--- config.mk ---
export PLATFORM = sky130hd
export DESIGN_NAME = priority_command_framer_core_flat
export DESIGN_NICKNAME = d
export VERILOG_FILES = /design/src/design/pcf_pkg.sv /design/src/design/pcf_event_if.sv /design/src/design/pcf_byte_if.sv /design/src/design/pcf_front.sv /design/src/design/pcf_queue.sv /design/src/design/pcf_back.sv /design/src/design/priority_command_framer_core.sv /design/src/flat_wrapper.sv
export VERILOG_INCLUDE_DIRS = /design/src /design/src/design
export SDC_FILE = /design/constraint.sdc
export NUM_CORES = 2
export LEC_CHECK = 0
export ABC_AREA = 1
export BUFFER_PORTS_ARGS = -buffer_cell sky130_fd_sc_hd__buf_4
export CAP_MARGIN = 20
export CORE_ASPECT_RATIO = 0.8
export CORE_MARGIN = 1.5
export CORE_UTILIZATION = 62
export DETAILED_ROUTE_END_ITERATION = 16
export PLACE_DENSITY_LB_ADDON = 0.3
export SLEW_MARGIN = 0
export SYNTH_ARGS = -nofsm -noshare
export SYNTH_HDL_FRONTEND = slang
export SYNTH_SLANG_ARGS = --single-unit
--- constraint.sdc ---
create_clock -name i_clk -period 12.8 [get_ports i_clk]
set_input_delay 2.56 -clock i_clk [delete_from_list [all_inputs] [get_ports i_clk]]
set_output_delay 2.56 -clock i_clk [all_outputs]
set_load 0.01 [all_outputs]
--- src/design/priority_command_framer_core_assert.svh ---
`ifndef PRIORITY_COMMAND_FRAMER_CORE_ASSERT_SVH
`define PRIORITY_COMMAND_FRAMER_CORE_ASSERT_SVH

// Same-cycle implication, checked while out of reset.
`define PCF_ASSERT_NOW(name, clk, rst_n, ante, cons) \
    name: assert property (@(posedge clk) disable iff (!(rst_n)) (ante) |-> (cons)) \
        else $error("pcf assertion failed");

// Next-cycle implication, checked while out of reset.
`define PCF_ASSERT_NEXT(name, clk, rst_n, ante, cons) \
    name: assert property (@(posedge clk) disable iff (!(rst_n)) (ante) |=> (cons)) \
        else $error("pcf assertion failed");

`endif

--- src/design/pcf_pkg.sv ---
`default_nettype none

package pcf_pkg;

    localparam int DATA_WORDS  = 4;
    localparam int FRAME_LEN   = 20;
    localparam int QUEUE_DEPTH = 2;

    typedef logic [DATA_WORDS-1:0][31:0] t_words;
    typedef logic [4:0]                  t_byte_idx;

    // event commands
    localparam logic [2:0] EVT_TICK      = 3'd0;
    localparam logic [2:0] EVT_VEL_UPD   = 3'd1;
    localparam logic [2:0] EVT_DISP_UPD  = 3'd2;
    localparam logic [2:0] EVT_ARM_REQ   = 3'd3;
    localparam logic [2:0] EVT_SAFE_REQ  = 3'd4;
    localparam logic [2:0] EVT_LAND_REQ  = 3'd5;
    localparam logic [2:0] EVT_STOP_REQ  = 3'd6;

    // frame codes
    localparam logic [2:0] CODE_HEARTBEAT = 3'd0;
    localparam logic [2:0] CODE_ARM       = 3'd1;
    localparam logic [2:0] CODE_DISARM    = 3'd2;
    localparam logic [2:0] CODE_VELOCITY  = 3'd3;
    localparam logic [2:0] CODE_LAND      = 3'd5;
    localparam logic [2:0] CODE_EMERGENCY = 3'd6;
    localparam logic [2:0] CODE_DISPLAY   = 3'd7;

    // priorities
    localparam logic [2:0] PRIO_HEARTBEAT = 3'd0;
    localparam logic [2:0] PRIO_VELOCITY  = 3'd1;
    localparam logic [2:0] PRIO_DISPLAY   = 3'd2;
    localparam logic [2:0] PRIO_LAND      = 3'd3;
    localparam logic [2:0] PRIO_ARM       = 3'd4;
    localparam logic [2:0] PRIO_DISARM    = 3'd5;
    localparam logic [2:0] PRIO_EMERGENCY = 3'd6;

    // configuration register indexes
    localparam logic REG_SEND_PERIOD = 1'b0;
    localparam logic REG_STALE_AFTER = 1'b1;

    localparam logic [15:0] RST_SEND_PERIOD = 16'd100;
    localparam logic [15:0] RST_STALE_AFTER = 16'd200;

    // frame layout
    localparam logic [7:0] SYNC_BYTE    = 8'hA5;
    localparam logic [7:0] TRAILER_BYTE = 8'h5B;
    localparam t_byte_idx  IDX_SYNC     = 5'd0;
    localparam t_byte_idx  IDX_CODE     = 5'd1;
    localparam t_byte_idx  IDX_DATA0    = 5'd2;
    localparam t_byte_idx  IDX_CHECK    = 5'd18;
    localparam t_byte_idx  IDX_LAST     = 5'd19;

    typedef struct packed {
        logic [2:0] code;
        t_words     words;
    } t_frame;

    typedef struct packed {
        logic [2:0] code;
        logic [2:0] prio;
        logic       once;
        t_words     words;
    } t_active;

endpackage

`default_nettype wire

--- src/design/pcf_event_if.sv ---
`default_nettype none

interface pcf_event_if;
    logic        valid;
    logic        ready;
    logic [2:0]  command;
    logic [31:0] word0;
    logic [31:0] word1;
    logic [31:0] word2;
    logic [31:0] word3;

    modport source (output valid, command, word0, word1, word2, word3, input ready);
    modport sink   (input valid, command, word0, word1, word2, word3, output ready);
endinterface

`default_nettype wire

--- src/design/pcf_byte_if.sv ---
`default_nettype none

interface pcf_byte_if;
    logic       valid;
    logic       ready;
    logic [7:0] tx_byte;
    logic       frame_end;

    modport source (output valid, tx_byte, frame_end, input ready);
    modport sink   (input valid, tx_byte, frame_end, output ready);
endinterface

`default_nettype wire

--- src/design/pcf_front.sv ---
`default_nettype none

module pcf_front #(
    parameter int AGE_BITS = 16
) (
    input  wire logic            i_clk,
    input  wire logic            i_rst_n,
    input  wire logic            i_cfg_we,
    input  wire logic            i_cfg_idx,
    input  wire logic [15:0]     i_cfg_data,
    input  wire logic            i_valid,
    output logic                 o_ready,
    input  wire logic [2:0]      i_command,
    input  wire pcf_pkg::t_words i_words,
    output logic                 o_push,
    output pcf_pkg::t_frame      o_frame,
    input  wire logic            i_full
);
    import pcf_pkg::*;

    localparam int CW = (AGE_BITS > 16) ? AGE_BITS : 16;
    localparam logic [AGE_BITS-1:0] AGE_MAX = {AGE_BITS{1'b1}};

    logic [15:0]         r_period;
    logic [15:0]         r_stale;
    t_active             r_act,        n_act;
    t_words              r_vel_words,  n_vel_words;
    t_words              r_disp_words, n_disp_words;
    logic [AGE_BITS-1:0] r_vel_age,    n_vel_age;
    logic [AGE_BITS-1:0] r_disp_age,   n_disp_age;
    logic                r_seen,       n_seen;
    logic [15:0]         r_pc,         n_pc;

    logic [AGE_BITS-1:0] vel_age_inc, disp_age_inc;
    logic [15:0]         pc_inc;
    logic                send, vel_fresh, disp_fresh, accept;
    t_active             t1, t2, t3, t4, after_send;

    function automatic t_active make_act(logic [2:0] code, logic [2:0] prio,
                                         logic once, t_words words);
        t_active a;
        a.code  = code;
        a.prio  = prio;
        a.once  = once;
        a.words = words;
        return a;
    endfunction

    function automatic t_active request_cmd(t_active cur, t_active req);
        return (req.prio >= cur.prio) ? req : cur;
    endfunction

    function automatic t_active base_cmd(t_active cur, logic vf, t_words vw);
        t_active a;
        if (vf) begin
            a = make_act(CODE_VELOCITY, PRIO_VELOCITY, 1'b0, vw);
        end else if (cur.code == CODE_VELOCITY && cur.once) begin
            a = make_act(CODE_HEARTBEAT, PRIO_HEARTBEAT, 1'b0, '0);
        end else begin
            // one zero-velocity word set, then heartbeat on the next send
            a = make_act(CODE_VELOCITY, PRIO_VELOCITY, 1'b1, '0);
        end
        return a;
    endfunction

    assign accept  = i_valid && o_ready;
    assign o_ready = !i_full;

    // tick path: ages, period and the refresh chain ahead of a send
    always_comb begin
        vel_age_inc  = (r_vel_age == AGE_MAX) ? r_vel_age : r_vel_age + 1'b1;
        disp_age_inc = (r_disp_age == AGE_MAX) ? r_disp_age : r_disp_age + 1'b1;
        pc_inc       = r_pc + 16'd1;
        send         = (pc_inc >= r_period);
        vel_fresh    = (CW'(vel_age_inc) < CW'(r_stale));
        disp_fresh   = r_seen && (CW'(disp_age_inc) < CW'(r_stale));

        t1 = disp_fresh ? request_cmd(r_act,
                 make_act(CODE_DISPLAY, PRIO_DISPLAY, 1'b0, r_disp_words)) : r_act;
        t2 = vel_fresh ? request_cmd(t1,
                 make_act(CODE_VELOCITY, PRIO_VELOCITY, 1'b0, r_vel_words)) : t1;
        t3 = (t2.code == CODE_VELOCITY && !vel_fresh) ?
                 base_cmd(t2, 1'b0, r_vel_words) : t2;
        t4 = (t3.code == CODE_DISPLAY && !disp_fresh) ?
                 make_act(CODE_HEARTBEAT, PRIO_HEARTBEAT, 1'b0, '0) : t3;
        after_send = t4.once ? base_cmd(t4, vel_fresh, r_vel_words) : t4;
    end

    assign o_frame = '{code: t4.code, words: t4.words};

    always_comb begin
        n_act        = r_act;
        n_vel_words  = r_vel_words;
        n_disp_words = r_disp_words;
        n_vel_age    = r_vel_age;
        n_disp_age   = r_disp_age;
        n_seen       = r_seen;
        n_pc         = r_pc;
        o_push       = 1'b0;
        if (accept) begin
            unique case (i_command)
                EVT_TICK: begin
                    n_vel_age  = vel_age_inc;
                    n_disp_age = disp_age_inc;
                    if (send) begin
                        n_pc   = '0;
                        o_push = 1'b1;
                        n_act  = after_send;
                    end else begin
                        n_pc = pc_inc;
                    end
                end
                EVT_VEL_UPD: begin
                    n_vel_words = i_words;
                    n_vel_age   = '0;
                    n_act = request_cmd(r_act,
                                make_act(CODE_VELOCITY, PRIO_VELOCITY, 1'b0, i_words));
                end
                EVT_DISP_UPD: begin
                    n_disp_words = i_words;
                    n_disp_age   = '0;
                    n_seen       = 1'b1;
                    n_act = request_cmd(r_act,
                                make_act(CODE_DISPLAY, PRIO_DISPLAY, 1'b0, i_words));
                end
                EVT_ARM_REQ: n_act = request_cmd(r_act,
                                make_act(CODE_ARM, PRIO_ARM, 1'b1, '0));
                EVT_SAFE_REQ: n_act = request_cmd(r_act,
                                make_act(CODE_DISARM, PRIO_DISARM, 1'b1, '0));
                EVT_LAND_REQ: n_act = request_cmd(r_act,
                                make_act(CODE_LAND, PRIO_LAND, 1'b1, '0));
                EVT_STOP_REQ: n_act = request_cmd(r_act,
                                make_act(CODE_EMERGENCY, PRIO_EMERGENCY, 1'b1, '0));
                default: ;
            endcase
        end
    end

    always_ff @(posedge i_clk) begin
        if (!i_rst_n) begin
            r_period     <= RST_SEND_PERIOD;
            r_stale      <= RST_STALE_AFTER;
            r_act        <= make_act(CODE_HEARTBEAT, PRIO_HEARTBEAT, 1'b0, '0);
            r_vel_words  <= '0;
            r_disp_words <= '0;
            r_vel_age    <= '0;
            r_disp_age   <= '0;
            r_seen       <= 1'b0;
            r_pc         <= '0;
        end else begin
            if (i_cfg_we) begin
                unique case (i_cfg_idx)
                    REG_SEND_PERIOD: r_period <= i_cfg_data;
                    REG_STALE_AFTER: r_stale  <= i_cfg_data;
                    default: ;
                endcase
            end
            r_act        <= n_act;
            r_vel_words  <= n_vel_words;
            r_disp_words <= n_disp_words;
            r_vel_age    <= n_vel_age;
            r_disp_age   <= n_disp_age;
            r_seen       <= n_seen;
            r_pc         <= n_pc;
        end
    end

endmodule

`default_nettype wire

--- src/design/pcf_queue.sv ---
`default_nettype none

module pcf_queue (
    input  wire logic            i_clk,
    input  wire logic            i_rst_n,
    input  wire logic            i_push,
    input  wire pcf_pkg::t_frame i_data,
    output logic                 o_full,
    output logic                 o_valid,
    output pcf_pkg::t_frame      o_data,
    input  wire logic            i_pop
);
    import pcf_pkg::*;

    localparam int PW = $clog2(QUEUE_DEPTH);
    localparam int CNTW = $clog2(QUEUE_DEPTH + 1);

    t_frame            r_mem [QUEUE_DEPTH];
    logic [PW-1:0]     r_wr_ptr;
    logic [PW-1:0]     r_rd_ptr;
    logic [CNTW-1:0]   r_count;

    assign o_full  = (r_count == CNTW'(QUEUE_DEPTH));
    assign o_valid = (r_count != '0);
    assign o_data  = r_mem[r_rd_ptr];

    always_ff @(posedge i_clk) begin
        if (i_push) begin
            r_mem[r_wr_ptr] <= i_data;
        end
    end

    always_ff @(posedge i_clk) begin
        if (!i_rst_n) begin
            r_wr_ptr <= '0;
            r_rd_ptr <= '0;
            r_count  <= '0;
        end else begin
            if (i_push) begin
                r_wr_ptr <= (r_wr_ptr == PW'(QUEUE_DEPTH - 1)) ? '0 : r_wr_ptr + 1'b1;
            end
            if (i_pop) begin
                r_rd_ptr <= (r_rd_ptr == PW'(QUEUE_DEPTH - 1)) ? '0 : r_rd_ptr + 1'b1;
            end
            r_count <= r_count + CNTW'(i_push) - CNTW'(i_pop);
        end
    end

endmodule

`default_nettype wire

--- src/design/pcf_back.sv ---
`default_nettype none
`include "priority_command_framer_core_assert.svh"

module pcf_back (
    input  wire logic            i_clk,
    input  wire logic            i_rst_n,
    input  wire logic            i_valid,
    input  wire pcf_pkg::t_frame i_frame,
    output logic                 o_pop,
    output logic                 o_valid,
    input  wire logic            i_ready,
    output logic [7:0]           o_byte,
    output logic                 o_end
);
    import pcf_pkg::*;

    t_byte_idx  r_idx;
    logic [7:0] r_xor;
    logic       r_out_valid;
    logic [7:0] r_out_byte;
    logic       r_out_end;

    logic                      adv;
    logic [3:0]                data_idx;
    logic [7:0]                cur_byte;
    logic [DATA_WORDS*32-1:0]  flat_words;

    // load the next byte whenever the output register is free or being taken
    assign adv        = i_valid && (!r_out_valid || i_ready);
    assign data_idx   = 4'(r_idx - IDX_DATA0);
    assign o_pop      = adv && (r_idx == IDX_LAST);
    assign flat_words = i_frame.words;

    always_comb begin
        case (r_idx)
            IDX_SYNC:  cur_byte = SYNC_BYTE;
            IDX_CODE:  cur_byte = {5'b0, i_frame.code};
            IDX_CHECK: cur_byte = r_xor;
            IDX_LAST:  cur_byte = TRAILER_BYTE;
            default:   cur_byte = flat_words[{data_idx, 3'b000} +: 8];
        endcase
    end

    always_ff @(posedge i_clk) begin
        if (adv) begin
            r_out_byte <= cur_byte;
            r_out_end  <= (r_idx == IDX_LAST);
            r_xor      <= ((r_idx == IDX_SYNC) ? 8'h00 : r_xor) ^ cur_byte;
        end
    end

    always_ff @(posedge i_clk) begin
        if (!i_rst_n) begin
            r_idx       <= IDX_SYNC;
            r_out_valid <= 1'b0;
        end else begin
            if (adv) begin
                r_idx       <= (r_idx == IDX_LAST) ? IDX_SYNC : r_idx + 1'b1;
                r_out_valid <= 1'b1;
            end else if (i_ready) begin
                r_out_valid <= 1'b0;
            end
        end
    end

    assign o_valid = r_out_valid;
    assign o_byte  = r_out_byte;
    assign o_end   = r_out_end;

    `PCF_ASSERT_NEXT(a_wrap_after_trailer, i_clk, i_rst_n,
                     adv && (r_idx == IDX_LAST), r_idx == IDX_SYNC)
    `PCF_ASSERT_NOW(a_end_is_trailer, i_clk, i_rst_n,
                    r_out_valid && r_out_end, r_out_byte == TRAILER_BYTE)
    `PCF_ASSERT_NEXT(a_frame_opens_sync, i_clk, i_rst_n,
                     adv && (r_idx == IDX_SYNC), (r_out_byte == SYNC_BYTE) && !r_out_end)

endmodule

`default_nettype wire

--- src/design/priority_command_framer_core.sv ---
`default_nettype none
// Channel   Port     Dir   Word
// events    i_evt    in    command, word0..word3
// bytes     o_tx     out   tx_byte, frame_end
//
// Events are taken one per cycle while i_evt.ready is high; a tick that ends a send period queues one frame.
// A frame leaves as 20 bytes at one byte per cycle while o_tx.ready allows, paced by the byte serializer.
// The frame queue holds two frames; i_evt.ready drops only while it is full.
// Reset is synchronous; config takes effect on the cycle after the write.

module priority_command_framer_core #(
    parameter int AGE_BITS = 16
) (
    input  wire logic        i_clk,
    input  wire logic        i_rst_n,
    input  wire logic        i_cfg_we,
    input  wire logic        i_cfg_idx,
    input  wire logic [15:0] i_cfg_data,
    pcf_event_if.sink        i_evt,
    pcf_byte_if.source       o_tx
);
    import pcf_pkg::*;

    t_words evt_words;
    t_frame push_frame;
    t_frame head_frame;
    logic   push, full, head_valid, pop;

    assign evt_words = {i_evt.word3, i_evt.word2, i_evt.word1, i_evt.word0};

    pcf_front #(
        .AGE_BITS (AGE_BITS)
    ) u_front (
        .i_clk      (i_clk),
        .i_rst_n    (i_rst_n),
        .i_cfg_we   (i_cfg_we),
        .i_cfg_idx  (i_cfg_idx),
        .i_cfg_data (i_cfg_data),
        .i_valid    (i_evt.valid),
        .o_ready    (i_evt.ready),
        .i_command  (i_evt.command),
        .i_words    (evt_words),
        .o_push     (push),
        .o_frame    (push_frame),
        .i_full     (full)
    );

    pcf_queue u_queue (
        .i_clk   (i_clk),
        .i_rst_n (i_rst_n),
        .i_push  (push),
        .i_data  (push_frame),
        .o_full  (full),
        .o_valid (head_valid),
        .o_data  (head_frame),
        .i_pop   (pop)
    );

    pcf_back u_back (
        .i_clk   (i_clk),
        .i_rst_n (i_rst_n),
        .i_valid (head_valid),
        .i_frame (head_frame),
        .o_pop   (pop),
        .o_valid (o_tx.valid),
        .i_ready (o_tx.ready),
        .o_byte  (o_tx.tx_byte),
        .o_end   (o_tx.frame_end)
    );

endmodule

`default_nettype wire
--- src/flat_wrapper.sv ---
// flat-port wrapper written by rule: the top's interface ports become plain ports
module priority_command_framer_core_flat import pcf_pkg::*;
#(
    parameter int AGE_BITS = 16
)
  (i_clk, i_rst_n, i_cfg_we, i_cfg_idx, i_cfg_data, i_evt_valid, i_evt_command, i_evt_word0, i_evt_word1, i_evt_word2, i_evt_word3, i_evt_ready, o_tx_valid, o_tx_tx_byte, o_tx_frame_end, o_tx_ready);
  pcf_event_if i_evt_i ();
  pcf_byte_if o_tx_i ();
  input  wire logic i_clk;
  input  wire logic i_rst_n;
  input  wire logic i_cfg_we;
  input  wire logic i_cfg_idx;
  input  wire logic [15:0] i_cfg_data;
  input wire logic [$bits(i_evt_i.valid)-1:0] i_evt_valid;
  input wire logic [$bits(i_evt_i.command)-1:0] i_evt_command;
  input wire logic [$bits(i_evt_i.word0)-1:0] i_evt_word0;
  input wire logic [$bits(i_evt_i.word1)-1:0] i_evt_word1;
  input wire logic [$bits(i_evt_i.word2)-1:0] i_evt_word2;
  input wire logic [$bits(i_evt_i.word3)-1:0] i_evt_word3;
  output wire logic [$bits(i_evt_i.ready)-1:0] i_evt_ready;
  output wire logic [$bits(o_tx_i.valid)-1:0] o_tx_valid;
  output wire logic [$bits(o_tx_i.tx_byte)-1:0] o_tx_tx_byte;
  output wire logic [$bits(o_tx_i.frame_end)-1:0] o_tx_frame_end;
  input wire logic [$bits(o_tx_i.ready)-1:0] o_tx_ready;
  assign i_evt_i.valid = i_evt_valid;
  assign i_evt_i.command = i_evt_command;
  assign i_evt_i.word0 = i_evt_word0;
  assign i_evt_i.word1 = i_evt_word1;
  assign i_evt_i.word2 = i_evt_word2;
  assign i_evt_i.word3 = i_evt_word3;
  assign i_evt_ready = i_evt_i.ready;
  assign o_tx_valid = o_tx_i.valid;
  assign o_tx_tx_byte = o_tx_i.tx_byte;
  assign o_tx_frame_end = o_tx_i.frame_end;
  assign o_tx_i.ready = o_tx_ready;
  priority_command_framer_core #(.AGE_BITS(AGE_BITS)) u_core (.i_clk(i_clk), .i_rst_n(i_rst_n), .i_cfg_we(i_cfg_we), .i_cfg_idx(i_cfg_idx), .i_cfg_data(i_cfg_data), .i_evt(i_evt_i), .o_tx(o_tx_i));
endmodule
==> impl.org <==
** Cells and area
- Fill cells in the final layout number between 4,000 and 5,000.
- The post-route netlist has roughly a tenth of its cells at a drive strength greater than 1.
- Relative to the synthesized area, the layout overhead comes to 10.1%.
- Total non-filler cell area in the finished layout :: ~41,000 um^2
- Reg area :: between 15,000 and 20,000 um^2
- Nets :: 4,980
- Area taken by multi-input logic gates :: between 15,000 and 20,000 um^2
- At the end of the flow the core is filled with cells to 69.6%.

** Critical path
- Critical register-to-register path startpoint :: u_core.u_front.r_vel_age[1]
- Largest fanout on the critical path :: a little under 90
- The worst setup path is captured at a register.
- STA puts the critical path data arrival time at approximately 8.6 ns.
- The number of cells on the worst reg-to-reg path is 29.
- In this run the critical register-to-register path is captured at u_core.u_front.r_act[3].
- Crit Path Class :: reg2reg
- For this run, the slowest stage of the critical path takes 0.82 ns.
- Register-to-register setup slack :: around 4.7 ns
- The worst setup path is launched from a register.
- The most numerous cell type found on the critical path is nand2_1.
- The most critical setup path has its startpoint at u_core.u_front.r_vel_age[1].
- Required time reported for the critical path endpoint :: around 13 ns
- Capture point of the worst path :: u_core.u_front.r_act[3]
- Critical Path Slowest Stage Cell :: nand3_4

** Floorplanning
- The die covers around 61,000 um^2.
- Top-Level Pins :: ~160
- Effective utilization at floorplan :: roughly 63%
- In this run the vertical extent of the chip is between 200 and 250 um.
- Width of the die :: between 200 and 300 um
- The total area inside the core boundary comes to just under 60,000 um^2.
- The floorplan has 79 rows.

** Route
- Routed vias/inst :: just over 6
- Average wire length per cell after detail routing :: 20.2 um
- Once detail routing completed, the nets flagged for antenna violations numbered 0.
- Post-Route WL :: roughly 110,000 um
- Drt initial violations :: approximately 5,400
- Before antenna repair, the detailed router went through 8 iterations.
- Detailed-route DRC error count :: 0
- The final route contains 35,000 vias.

** Global routing
- The first global-routing pass estimated around 180,000 um of wire.
- Global routing used approximately 36% of the available tracks across all layers.
- Number of antenna violations at the first check in global routing :: 5
- GRT overflow :: 0
- Via count of the first global-routing pass :: ~32,000
- Entering global routing, the biggest net connects approximately 240 pins.

** Timing
- Between clock sinks in the finished design, the worst skew comes to roughly 0.017 ns.
- Setup violations remaining at the end of the flow were counted as 0.
- Transition time at the pin with the least slew margin :: ~1.2 ns
- For the final routed database, the setup TNS stands at 0 ns.
- Slew Viols, Final :: 0
- Ratio of final minimum period to clock period :: a little under two thirds
- Final hold vios :: 0
- Setup repair after global routing left no endpoint under its margin.
- Measured against its own limit, the worst slew margin works out to 19.1%.
- Derived from the worst setup path, the maximum achievable clock frequency is roughly 0.12 GHz.
- Subtracting the final worst setup slack from the clock period gives 8.13 ns.

** Placed design
- Number of buffer cells added on primary ports :: 163
- GPL Wtd Cong :: between 0.8 and 0.9
- Final HPWL DP :: between 60,000 and 70,000 um
- Area after detailed placement :: ~38,000 um^2

** Clock tree
- After clock tree synthesis, the clock-pin slew on the worst setup and hold paths is 0.06 ns.
- CTS max path bufs :: 3
- Total of hold buffers inserted after clock tree synthesis :: 0
- Maximum level of the CTS H-tree :: 3
- Clock latency on the worst-skew pair :: 0.63 ns
- PostCTS Resize Cnt :: 0
- Counting the buffers created by CTS gives 76.
- The cell sitting at the root of the clock tree is a clkbuf_16.
- The tree built by TritonCTS fans out to around 760 sinks.
- TritonCTS built the clock tree.
- In this run the post-CTS setup repair buffer count came out at 0.

** Logic synthesis
- Yosys instantiated no cell more often than nand2_1.
- By area the synthesized netlist is led by dfxtp_1, edfxtp_1, nand2_1.
- Syn_area_per_cell :: between 7 and 8 um^2
- Counting flops and latches in the post-synthesis netlist gives between 700 and 800.
- The synthesized design contains 279 enable-type register cells.
- Synthesis instantiated 50 different standard cells from the library.
- Counting instances in the post-synthesis netlist gives the leading cell types as nand2_1, nor2_1, o21ai_0.
- Post-Syn Area :: approximately 37,000 um^2
- Proportion of netlist area held by the largest area contributor :: 26.1%
- Portion of the post-synthesis area used by sequential elements :: around half
- Total of warnings raised by yosys :: 0
- In the synthesized netlist the dominant register cell turns out to be dfxtp_1.
- Of all flip-flops after synthesis, the portion carrying an async set or reset was 0%.
- The cell count after synthesis came out at 4,846.
- Number of nets produced by synthesis :: 5,056
- Library cell with the largest summed area after synthesis :: dfxtp_1

** Pwr
- VDD sags by at most between 100 and 150 uV.
- Total power after layout :: ~0.006 W
- Reported leakage power :: roughly 17 nW
- For this design the ratio of total power to cell area is approximately 140 nW/um^2.

** Job
- Across the run, the number of max-cap violations was 0.

** Min path
- The tightest min-delay check is of the reg2reg type.

** Run status
- Outcome :: complete, no violations
area by class of cell:
class                   count  area share [%]
clock buffers             109            5.45
diodes                      3          0.0184
repair buffers            205            3.91
flip-flops and latches    762            44.3
well taps                 769            2.36
clock inverters            31            1.09
multi-input cells        3365            39.5
inverters                 360            3.36
cell families (layout without fill, tap and decap cells):
group / Yosys count / count (layout) / share of synthesized area [%]
other: 0 / 3 / 0
xor gates and xnor gates: 42 / 42 / 0.994
AOI/OAI and AO/OA: 1254 / 1254 / 18.3
muxes: 2 / 2 / 0.0541
buffers and inverters: 719 / 705 / 7.92
and+or+nand+nor: 2010 / 2010 / 22.1
adders and majority gates: 57 / 57 / 1.93
DFF: 762 / 762 / 48.7
per-layer routing:
metal  wire length, um  vias up  track usage, %
li1                  -    16100               -
met1             44700    16200            48.7
met2             49300     2295            53.7
met3             14200      357            9.07
met4              4970        6            16.0
met5                39        -               0
critical path: cells and delay by family (launching register included):
family	cells	cell delay (ns)
adder cells (fa/ha/maj)	2	0.48
flip-flops	1	0.36
XOR/XNOR	1	0.15
AND/OR/NAND/NOR	17	4.04
AO/OA/AOI/OAI	3	0.79
buffers and inverters	6	2.12
worst min-delay path by stage:
stage / startpoint / depth (start not counted) / endpoint
floorplan: u_core.u_front.r_disp_words[10] / 2 / u_core.u_front.r_disp_words[10]
global placement: u_core.u_front.r_disp_words[11] / 2 / u_core.u_front.r_disp_words[11]
detailed placement: u_core.u_front.r_disp_words[28] / 2 / u_core.u_front.r_disp_words[28]
CTS: u_core.u_front.r_disp_words[28] / 2 / u_core.u_front.r_disp_words[28]
global route: u_core.u_front.r_disp_words[28] / 2 / u_core.u_front.r_disp_words[28]
finish: u_core.u_front.r_disp_words[11] / 2 / u_core.u_front.r_disp_words[11]
power by group:
part	total, W	leakage (nW)	switching (W)	internal [W]
registers	0.00266	6.49	0.0000387	0.00262
logic	0.000798	8.86	0.000562	0.000236
clock network	0.00240	1.30	0.000965	0.00143
placed cells by master, fill, tap and decap left out, types with 57 or more instances in the layout:
cell | netlist | routed
nand2_1 | 955 | 953
inv_1 | 238 | 234
clkbuf_16 | 0 | 81
nand4_1 | 102 | 102
nand3_1 | 158 | 158
o211ai_1 | 74 | 74
o21ai_0 | 633 | 633
a21oi_1 | 424 | 423
nor2_1 | 749 | 743
inv_2 | 116 | 117
buf_4 | 17 | 200
edfxtp_1 | 279 | 279
ha_1 | 57 | 57
dfxtp_1 | 483 | 480
state kept, by name, summed over array words and instances (netlist names), named ones only:
register,cells
u_core.u_back.r_idx,5
u_core.u_front.r_pc,16
u_core.u_back.r_xor,8
u_core.u_back.o_end,1
u_core.u_queue.r_mem,262
u_core.u_queue.r_rd_ptr,1
u_core.u_front.r_vel_age,16
u_core.u_front.r_vel_words,128
u_core.u_queue.r_wr_ptr,1
u_core.u_front.r_act,135
u_core.u_front.r_seen,1
u_core.u_front.r_disp_age,16
u_core.u_back.o_byte,8
u_core.u_front.r_disp_words,128
u_core.u_front.r_period,16
u_core.u_queue.r_count,2
u_core.u_back.o_valid,1
u_core.u_front.r_stale,16
through the flow:
step | std cells | hold slack (ns) | setup WS (ns)
after floorplan | 4846 | 0.430 | 3.18
after global placement | 5458 | 0.441 | 5.12
after detailed placement | 5458 | 0.447 | 4.79
after CTS | 5598 | 0.456 | 4.77
after global routing | 5602 | 0.473 | 4.04
final | 5604 | 0.452 | 4.67
Note: power is estimated with default switching activity, not from simulation.
